`src/hw/rtl/lru_page_replacement_unit_macros.svh`:
```
// ----------------------------------------------------------------------------
// LRU page replacement unit assertion macros
// Shared concurrent assertion forms, clocked on clk_i and disabled in reset.
// ----------------------------------------------------------------------------
`ifndef LRU_PAGE_REPLACEMENT_UNIT_MACROS_SVH
`define LRU_PAGE_REPLACEMENT_UNIT_MACROS_SVH

// A property that must hold at every clock edge outside reset.
`define LRUPR_ASSERT(lbl, prop, msg) \
  lbl: assert property (@(posedge clk_i) disable iff (!rst_ni) (prop)) \
    else $error(msg);

// When the antecedent holds, the consequent must hold in the following cycle.
`define LRUPR_ASSERT_NEXT(lbl, ante, cons, msg) \
  lbl: assert property (@(posedge clk_i) disable iff (!rst_ni) (ante) |=> (cons)) \
    else $error(msg);

`endif

```
`src/hw/rtl/lrupr_pkg.sv`:
```
// ----------------------------------------------------------------------------
// LRU page replacement package
// Payload types and fixed widths shared by the replacement unit modules.
// ----------------------------------------------------------------------------
package lrupr_pkg;

  localparam int unsigned PAGE_BITS  = 16;
  localparam int unsigned COUNT_BITS = 16;
  localparam int unsigned CAP_BITS   = 4;
  localparam logic [CAP_BITS-1:0] CAP_RESET = CAP_BITS'(8);

  typedef struct packed {
    logic [PAGE_BITS-1:0] page;
    logic                 last_access;
  } req_t;

  typedef struct packed {
    logic                  hit;
    logic                  evicted_valid;
    logic [PAGE_BITS-1:0]  evicted_page;
    logic [COUNT_BITS-1:0] hit_count;
    logic [COUNT_BITS-1:0] access_count;
    logic                  stream_end;
  } res_t;

  // Outcome of one lookup, passed from the frame store to the statistics.
  typedef struct packed {
    logic                 hit;
    logic                 evicted_valid;
    logic [PAGE_BITS-1:0] evicted_page;
  } lookup_t;

endpackage

```
`src/hw/rtl/lrupr_frame_store.sv`:
```
// ----------------------------------------------------------------------------
// LRU frame store
// Page frames with recency ranks; parallel tag compare and rank update.
// ----------------------------------------------------------------------------
module lrupr_frame_store import lrupr_pkg::*; #(
  parameter int unsigned FRAMES = 8
) (
  input  logic                clk_i,
  input  logic                rst_ni,
  input  logic                vld_i,
  input  req_t                req_i,
  input  logic [CAP_BITS-1:0] cap_i,
  output lookup_t             lookup_o
);

  `include "lru_page_replacement_unit_macros.svh"

  localparam int unsigned RW = (FRAMES > 1) ? $clog2(FRAMES) : 1;
  localparam int unsigned OW = $clog2(FRAMES + 1);
  localparam int unsigned CW = (OW > CAP_BITS) ? OW : CAP_BITS;

  logic [PAGE_BITS-1:0] page_q [FRAMES];
  logic [RW-1:0]        rank_q [FRAMES];
  logic [RW-1:0]        rank_d [FRAMES];
  logic [OW-1:0]        occ_q, occ_d;

  logic [FRAMES-1:0]    valid, hit_vec, lru_vec, ins_vec, tgt_vec;
  logic [RW-1:0]        hit_rank, lru_rank, age_limit;
  logic [PAGE_BITS-1:0] ev_page;
  logic [CW-1:0]        cap_ext, cap_eff;
  logic                 do_hit, do_ins, do_ev;

  // Capacity zero acts as one and anything above the built size as the size.
  always_comb begin
    cap_ext = CW'(cap_i);
    cap_eff = cap_ext;
    if (cap_ext == '0) begin
      cap_eff = CW'(1);
    end else if (cap_ext > CW'(FRAMES)) begin
      cap_eff = CW'(FRAMES);
    end
  end

  // Frames fill from the bottom and are only freed together, so the valid
  // frames are always those below the occupancy count.
  assign lru_rank = RW'(occ_q - OW'(1));

  always_comb begin
    hit_rank = '0;
    ev_page  = '0;
    for (int i = 0; i < FRAMES; i++) begin
      valid[i]   = OW'(i) < occ_q;
      hit_vec[i] = valid[i] && (page_q[i] == req_i.page);
      lru_vec[i] = valid[i] && (rank_q[i] == lru_rank);
      ins_vec[i] = OW'(i) == occ_q;
      hit_rank   = hit_rank | (rank_q[i] & {RW{hit_vec[i]}});
      ev_page    = ev_page | (page_q[i] & {PAGE_BITS{lru_vec[i]}});
    end
  end

  assign do_hit = |hit_vec;
  assign do_ins = !do_hit && (CW'(occ_q) < cap_eff);
  assign do_ev  = !do_hit && !do_ins;

  assign tgt_vec   = do_hit ? hit_vec : (do_ins ? ins_vec : lru_vec);
  assign age_limit = do_hit ? hit_rank : lru_rank;

  always_comb begin
    occ_d = occ_q;
    for (int i = 0; i < FRAMES; i++) begin
      rank_d[i] = rank_q[i];
      if (valid[i] && (do_ins || (rank_q[i] < age_limit))) begin
        rank_d[i] = rank_q[i] + RW'(1);
      end
      if (tgt_vec[i]) begin
        rank_d[i] = '0;
      end
    end
    if (do_ins) begin
      occ_d = occ_q + OW'(1);
    end
    if (req_i.last_access) begin
      occ_d = '0;
      for (int i = 0; i < FRAMES; i++) begin
        rank_d[i] = '0;
      end
    end
  end

  always_ff @(posedge clk_i or negedge rst_ni) begin
    if (!rst_ni) begin
      occ_q <= '0;
      for (int i = 0; i < FRAMES; i++) begin
        rank_q[i] <= '0;
      end
    end else if (vld_i) begin
      occ_q  <= occ_d;
      rank_q <= rank_d;
    end
  end

  always_ff @(posedge clk_i) begin
    for (int i = 0; i < FRAMES; i++) begin
      if (vld_i && !do_hit && tgt_vec[i]) begin
        page_q[i] <= req_i.page;
      end
    end
  end

  assign lookup_o.hit           = do_hit;
  assign lookup_o.evicted_valid = do_ev;
  assign lookup_o.evicted_page  = do_ev ? ev_page : '0;

  `LRUPR_ASSERT(a_occ_range, occ_q <= OW'(FRAMES), "occupancy above frame count")
  `LRUPR_ASSERT(a_hit_unique, $onehot0(hit_vec), "page resident in two frames")
  `LRUPR_ASSERT(a_lru_found, (occ_q == '0) || $onehot(lru_vec),
                "no unique least recent frame")

endmodule

```
`src/hw/rtl/lrupr_stats.sv`:
```
// ----------------------------------------------------------------------------
// LRU statistics and result register
// Saturating hit and access counters per stream; registers each result.
// ----------------------------------------------------------------------------
module lrupr_stats import lrupr_pkg::*; (
  input  logic    clk_i,
  input  logic    rst_ni,
  input  logic    vld_i,
  input  logic    last_i,
  input  lookup_t lookup_i,
  output logic    res_valid_o,
  output res_t    res_o
);

  `include "lru_page_replacement_unit_macros.svh"

  logic [COUNT_BITS-1:0] hits_q, hits_d, acc_q, acc_d, hits_new, acc_new;
  logic                  res_valid_q;
  res_t                  res_q, res_d;

  always_comb begin
    hits_new = hits_q;
    if (lookup_i.hit && (hits_q != '1)) begin
      hits_new = hits_q + COUNT_BITS'(1);
    end
    acc_new = (acc_q != '1) ? acc_q + COUNT_BITS'(1) : acc_q;
    hits_d  = last_i ? '0 : hits_new;
    acc_d   = last_i ? '0 : acc_new;

    res_d.hit           = lookup_i.hit;
    res_d.evicted_valid = lookup_i.evicted_valid;
    res_d.evicted_page  = lookup_i.evicted_page;
    res_d.hit_count     = hits_new;
    res_d.access_count  = acc_new;
    res_d.stream_end    = last_i;
  end

  always_ff @(posedge clk_i or negedge rst_ni) begin
    if (!rst_ni) begin
      hits_q      <= '0;
      acc_q       <= '0;
      res_valid_q <= 1'b0;
    end else begin
      res_valid_q <= vld_i;
      if (vld_i) begin
        hits_q <= hits_d;
        acc_q  <= acc_d;
      end
    end
  end

  always_ff @(posedge clk_i) begin
    if (vld_i) begin
      res_q <= res_d;
    end
  end

  assign res_valid_o = res_valid_q;
  assign res_o       = res_q;

  `LRUPR_ASSERT(a_hits_le_acc, !res_valid_q || (res_q.hit_count <= res_q.access_count),
                "hit count exceeds access count")

endmodule

```
`src/hw/rtl/lru_page_replacement_unit.sv`:
```
// Flow: a reference accepted on start_i is registered, looked up in the frame
// store, and its result is registered with a strobe that is high for one cycle.
// Throughput: one reference per cycle; busy_o never rises and the receiver
// cannot stall. The tag compare over all frames sets the cycle time.
// Reset: asynchronous, empties the store, zeroes the counters and sets
// capacity to eight.
// ----------------------------------------------------------------------------
// LRU page replacement unit
// Fully associative page frame store with least recently used replacement.
// ----------------------------------------------------------------------------
module lru_page_replacement_unit import lrupr_pkg::*; #(
  parameter int unsigned FRAMES = 8
) (
  input  logic                clk_i,
  input  logic                rst_ni,
  input  logic                start_i,
  output logic                busy_o,
  input  req_t                req_i,
  input  logic                cfg_valid_i,
  output logic                cfg_ready_o,
  input  logic [CAP_BITS-1:0] cfg_data_i,
  output logic                res_valid_o,
  output res_t                res_o
);

  `include "lru_page_replacement_unit_macros.svh"

  logic                in_vld_q;
  req_t                req_q;
  logic [CAP_BITS-1:0] cap_q;
  lookup_t             lookup;

  assign busy_o      = 1'b0;
  assign cfg_ready_o = 1'b1;

  always_ff @(posedge clk_i or negedge rst_ni) begin
    if (!rst_ni) begin
      in_vld_q <= 1'b0;
      cap_q    <= CAP_RESET;
    end else begin
      in_vld_q <= start_i && !busy_o;
      if (cfg_valid_i && cfg_ready_o) begin
        cap_q <= cfg_data_i;
      end
    end
  end

  always_ff @(posedge clk_i) begin
    if (start_i && !busy_o) begin
      req_q <= req_i;
    end
  end

  lrupr_frame_store #(
    .FRAMES (FRAMES)
  ) u_store (
    .clk_i    (clk_i),
    .rst_ni   (rst_ni),
    .vld_i    (in_vld_q),
    .req_i    (req_q),
    .cap_i    (cap_q),
    .lookup_o (lookup)
  );

  lrupr_stats u_stats (
    .clk_i       (clk_i),
    .rst_ni      (rst_ni),
    .vld_i       (in_vld_q),
    .last_i      (req_q.last_access),
    .lookup_i    (lookup),
    .res_valid_o (res_valid_o),
    .res_o       (res_o)
  );

  // Every accepted transfer yields exactly one result, registered after its lookup.
  `LRUPR_ASSERT_NEXT(a_one_result, in_vld_q, res_valid_o, "result strobe missing")
  `LRUPR_ASSERT_NEXT(a_no_spurious, !in_vld_q, !res_valid_o, "result without a request")

endmodule

```
`config.mk`:
```
export PLATFORM = sky130hd
export DESIGN_NAME = lru_page_replacement_unit
export DESIGN_NICKNAME = d
export VERILOG_FILES = /design/src/hw/rtl/lrupr_pkg.sv /design/src/hw/rtl/lrupr_frame_store.sv /design/src/hw/rtl/lrupr_stats.sv /design/src/hw/rtl/lru_page_replacement_unit.sv
export VERILOG_INCLUDE_DIRS = /design/src /design/src/hw/rtl
export SDC_FILE = /design/constraint.sdc
export NUM_CORES = 1
export LEC_CHECK = 0
export BUFFER_PORTS_ARGS = -buffer_cell sky130_fd_sc_hd__buf_4
export CELL_PAD_IN_SITES_DETAIL_PLACEMENT = 1
export CELL_PAD_IN_SITES_GLOBAL_PLACEMENT = 1
export CORE_ASPECT_RATIO = 0.8
export CORE_UTILIZATION = 40
export DETAILED_ROUTE_END_ITERATION = 16
export GPL_TIMING_DRIVEN = 1
export PLACE_DENSITY = 0.64
export SLEW_MARGIN = 20
export SYNTH_ARGS = -nofsm -noshare
export SYNTH_HDL_FRONTEND = slang
export SYNTH_HIERARCHICAL = 1
export SYNTH_SLANG_ARGS = --single-unit
```
`constraint.sdc`:
```
create_clock -name clk_i -period 10.8 [get_ports clk_i]
set_input_delay 0.54 -clock clk_i [delete_from_list [all_inputs] [get_ports clk_i]]
set_output_delay 0.54 -clock clk_i [all_outputs]
set_load 0.02 [all_outputs]
```
# == Yosys cells after proc, flatten, opt, wreduce, memory -nomap -nowiden ==
# Memories as Yosys holds them, arrays and structs flattened.
# Cells that the tools add are included.
# W data, S select, Z words.
# classes
reduce_logical,67
eq_ne,25
n_mul,0
add_sub_neg,12
shift,0
muxes,44
magnitude_cmp,18
n_div,0
bitwise,30
# op_table
cell,count
$and A16 B16 Y16,8
$eq A16 B16 Y1,8
$or A16 B16 Y16,7
$mux W16,4
$mux W3,17
$logic_and A1 B1 Y1,36
$add A16 B1 Y16 const B,2
$ne A16 B16 Y1 const B,2
$add A3 B1 Y3 const B,8
$and A3 B3 Y3,8
$eq A3 B3 Y1,8
$lt A3 B3 Y1,8
$mux W24,1
$reduce_bool A3 Y1,8
$or A3 B3 Y3,7
$reduce_and A2 Y1,9
$eq A3 B4 Y1 const A,4
$lt A3 B4 Y1 const A,4
$mux W1,16
$mux W4,4
$mux W8,2
$eq A2 B4 Y1 const A,2
$logic_not A4 Y1,2
$logic_or A1 B1 Y1,8
other kinds (10),13
# totals
romBits,0
ram_bits,128
latchBits,0
elab_cells,219
out_inout_bits,54
ff_bits,134
mem_count,1
# memory_table
memory,words,width,rd,rd_ports_with_merged_regs,write_ports,line,source
u_store.page_q,8,16,8,0,8,lrupr_frame_store.sv:22,logic [PAGE_BITS-1:0] page_q [FRAMES];

# == Logic depth before layout (Yosys ltp) ==
# An unclocked memory read counts as a cell.
# depth
word_depth,18
mapped_depth,20
mapped_depth_nobuf,17

# == By module ==
# The synthesis kept the hierarchy.
# by_module_without_submodules
mod,n_inst,seq_area_each_um2,area_per_inst_um2,cells_per_inst
lrupr_frame_store,1,4544.4,9014.9,787
lrupr_stats,1,2357.3,4080.2,347
lru_page_replacement_unit,1,636.9,704.4,30

# == Worst setup path after synthesis ==
# Ideal clock, no wire load.
# synth_timing
path_type,flip-flop to flip-flop
from,reg u_store.occ_q[0]
to,reg u_store/rank_q[11] in the netlist's numbering
stages_incl_launch_ff,20
path_slack_ns,6.375
n_path_buf,3
arrival_time_ns,4.356
cell_sequence,dfrtp_1 clkbuf_1 inv_1 ha_1 nor2b_1 o21ai_1 or4_1 nor2_2 nor4_1 and3b_4 buf_6 buf_4 o21ai_0 ha_1 o21a_1 nor2_1 a21oi_1 o22a_1 or4_1 nand3_1
# synth_via
elab_chain_len,16
# synth_lines
element,line,source
from (decl),lrupr_frame_store.sv:25,"logic [OW-1:0] occ_q, occ_d;"
from (signal assigned),lrupr_frame_store.sv:92,occ_q <= '0;
from (signal assigned),lrupr_frame_store.sv:97,occ_q <= occ_d;
$lt A1 B4 Y1,lrupr_frame_store.sv:52,valid[i] = OW'(i) < occ_q;
$logic_and A1 B1 Y1,lrupr_frame_store.sv:53,hit_vec[i] = valid[i] && (page_q[i] == req_i.page);
$and A3 B3 Y3,lrupr_frame_store.sv:56,hit_rank = hit_rank | (rank_q[i] & {RW{hit_vec[i]}});
$or A3 B3 Y3 (7 in series),lrupr_frame_store.sv:56,
$mux W3,lrupr_frame_store.sv:66,assign age_limit = do_hit ? hit_rank : lru_rank;
$lt A3 B3 Y1,lrupr_frame_store.sv:72,if (valid[i] && (do_ins || (rank_q[i] < age_limit))) begin
$logic_or A1 B1 Y1,lrupr_frame_store.sv:72,
$logic_and A1 B1 Y1,lrupr_frame_store.sv:72,
$reduce_bool A3 Y1 (no source line),-,
$reduce_and A2 Y1 (no source line),-,
to (signal assigned),lrupr_frame_store.sv:98,rank_q <= rank_d;
to (decl),lrupr_frame_store.sv:23,logic [RW-1:0] rank_q [FRAMES];
# Parallel ways exist; a longest one is shown, timed or not.
# A chain may end at the register's enable or synchronous reset.

# == Worst setup path after layout ==
# Ends and elaborated chain as after synthesis.

==> results.yml <==
synthesis:
  netlist-cell-type-count: 88
  ys_ff_latch: 262
  postSynthAreaPerCell_sq_um: 11.9
  ys_async_sr_fraction_pct: 25.2
  synthSimpleGateAreaFrac_pct: 13.6
  synth_nets: 1222
  synth_top_family_by_area: "simple AND/OR/NAND/NOR gates"
  synth_cells: 1164
  yosysSeqAreaShare_pct: 54.6
  ys_top_cells_by_area: "edfxtp_1 (43%), dfrtp_1 (12%), xor2_1 (5.5%)"
  synth_area_sq_um: 13800
  synth-xor-area-share_pct: 11.1
  synth_warnings: 6
  yosysTopAreaCellShare_pct: 42.7
  synth_top_area_cell: "edfxtp_1"
  synth_compound_area_share_pct: 13.2
  yosys-mux-area-fraction_pct: 0.979
  synth_fa_ha_area_share_pct: 2.99
  ys.flop_type: "edfxtp_1"
  synth_edf_count: 196
clocking:
  cts_tree: "done"
  cts-hold-fix-buffers: 0
  root_buffer: "clkbuf_16"
  clock_latency_ns: 0.57
  cts_resized: 0
  cts_setup_buffers: 0
  path_clk_slew_ns: 0.06
  clkSinkCount: 262
  htreeDepth: 1
  cts_buffer_depth: 3
  cts_made_buffers: 29
worst_setup_path:
  startpoint: "u_store/occ_q[0]"
  slowest_stage: "dfrtp_1"
  rr_worst_depth: 16
  crit_type: "register to register"
  timing.rr.end: "u_store/rank_q[11]"
  cp.required_ns: 11.31
  r2r_setup_slack_ns: 5.44
  cp_slowest_stage_delay_ns: 0.80
  worst_ep_arrival_time_ns: 5.87
  crit_buf_inv: 1
  path_max_fanout: 20
  crit_family: "simple AND/OR/NAND/NOR gates"
  cp-start-kind: "register"
  worstPathCellList: "inv_1 > ha_1 > nor2b_1 > o21ai_1 > or4_1 > nor2_2 > nor4_1 > and3b_4 > o21ai_1 > ha_1 > o21a_1 > nor2_1 > a21oi_1 > o22a_1 > or4_1 > nand3_1"
  timing.rr.start: "u_store/occ_q[0]"
  cp-end-kind: "register"
timing:
  rsz0062_at_grt: "false"
  period_needed_ns: 5.36
  tightestPinTransition_ns: 1.19
  setup_viol: 0
  worst_slack_ns: 5.44
  hold_ws_ns: 0.0602
  hold_violations: 0
  fin_setup_tns_ns: 0
  fin_crit_sh_pct: 49.7
  slew_viol_final: 0
  max_clock_freq_mhz: 186
  slew_headroom_pct: 20.8
  finalClockSkew_ns: 0.0157
power:
  pwr-share-seq_pct: 42.8
  p_switching_mw: 0.947
  power_mw: 3.03
  switching_share_pct: 31.2
  clkPwrFrac_pct: 36.3
  p_per_area_nw_per_um2: 192
  power_leakage_nw: 5.78
  vdd_ir_drop_max_v: 0.000128
  p_comb_share_pct: 20.9
  p_int_mw: 2.09
global_route:
  antenna_found_initial: 0
  overflow: 0
  grt_pass1_wl_um: 65700
  grt_usage_pct: 24.8
  grt_max_degree: 67
  grt_pass1_vias: 10100
layout:
  layout_common_cells: "edfxtp_1 (196), buf_4 (96), xor2_1 (87)"
  nFillCells: 3547
  antenna_cells: 0
  final_area_sq_um: 15800
  fin_nets: 1283
  utilization_pct: 46.8
  layout_commonest_cell: "edfxtp_1"
  register_area_sq_um: 7540
  synthToLayoutAreaGrowth_pct: 14.7
  multi_input_area_sq_um: 5840
  instances_no_fill: 1682
  final_layout_size_suffix_gt1_share_pct: 15.4
placed_design:
  place_hpwl_um: 29500
  dp_cells: 1628
  gp_congestion: 0.871
  placed_cell_area_sq_um: 14800
  pre_cts_slack_ns: 5.17
  io_buffers: 76
drt:
  via_per_inst: 6.07
  drtIter0Drc: 971
  wire_per_inst_um: 25.8
  vias: 10200
  drtAntennaViolNets: 0
  drt_pass1_iterations: 5
  drc: 0
  drt_wl_total_um: 43400
die:
  pin_count: 79
  die_x_um: 210
  die_h_um: 168
  die_area_sq_um: 35300
  initial_core_util_pct: 40.8
  core_sq_um: 33800
  rows: 60
flow_run:
  cap_violations: 0
hold_path:
  hold_class: "input pin to async pin"
outcome:
  status: "completed"
sequential cells by signal, indices dropped and copies added (netlist names):
register and count:
cap_q 4, u_stats/res_valid_o 1, in_vld_q 1, u_store/rank_q 24, u_stats/res_o 51, req_q 17, u_store/page_q 128, u_store/occ_q 4
u_stats/acc_q 16, u_stats/hits_q 16
final cells by class:
class | count | share of cell area (%)
clock inverters | 13 | 1.41
flip-flops and latches | 262 | 47.7
clock buffers | 41 | 5.31
multi-input cells | 807 | 36.9
inverters | 29 | 0.688
well taps | 434 | 3.43
repair buffers | 96 | 4.56
power by group through the flow:
stage	Combinational, mW	Clock [mW]	Sequential, mW
final	0.634	1.10	1.30
after global routing	0.685	1.15	1.31
after CTS	0.626	1.12	1.30
after detailed placement	0.623	0	1.32
after global placement	0.608	0	1.31
after floorplan	0.409	0	1.27
metal layers:
layer | routed length [um] | up-vias | track usage (%)
met3 | 3940 | 45 | 6.23
met5 | 0 | - | 0
li1 | - | 4553 | -
met4 | 663 | 0 | 4.51
met1 | 20300 | 5214 | 37.5
met2 | 18500 | 395 | 35.8
worst reg2reg max path: cells and delay by family (launching register included):
| family | cells | cell delay (ns) |
|---|---|---|
| AO/OA/AOI/OAI | 5 | 1.25 |
| adder cells (fa/ha/maj) | 2 | 0.73 |
| buffers and inverters | 1 | 0.26 |
| flip-flops | 1 | 0.80 |
| AND/OR/NAND/NOR | 8 | 2.27 |
worst max path at each step:
stage	endpoint	slack [ns]	depth (start not counted)
after floorplan	u_store/rank_q[11]	6.37	19
after global placement	u_store/rank_q[11]	5.37	16
after detailed placement	u_store/rank_q[11]	5.17	16
after CTS	u_store/rank_q[11]	5.16	16
after global routing	u_store/rank_q[11]	5.18	16
final	u_store/rank_q[11]	5.44	16
cells in the mapped netlist (21+ instances only):
cell type,number
xnor2_1,86
a31oi_1,26
nor2_1,63
a22o_1,21
clkbuf_1,25
nor4_1,31
xor2_1,87
nand2_1,76
inv_1,27
nand4_1,31
ha_1,33
buf_4,23
edfxtp_1,196
a22oi_1,36
a21oi_1,31
dfrtp_1,65
o21ai_0,29
nand3_1,39
logic make-up (layout without fill, tap and decap cells):
kind of cell / after synthesis / count (layout)
other: 2 / 2
adder cells (fa/ha/maj): 33 / 33
AND/OR/NAND/NOR: 337 / 337
AO/OA/AOI/OAI: 249 / 249
buffers and inverters: 95 / 179
multiplexers: 12 / 12
flip-flops: 262 / 262
XOR/XNOR: 174 / 174
No activity file was read; power rests on OpenSTA's default activity.
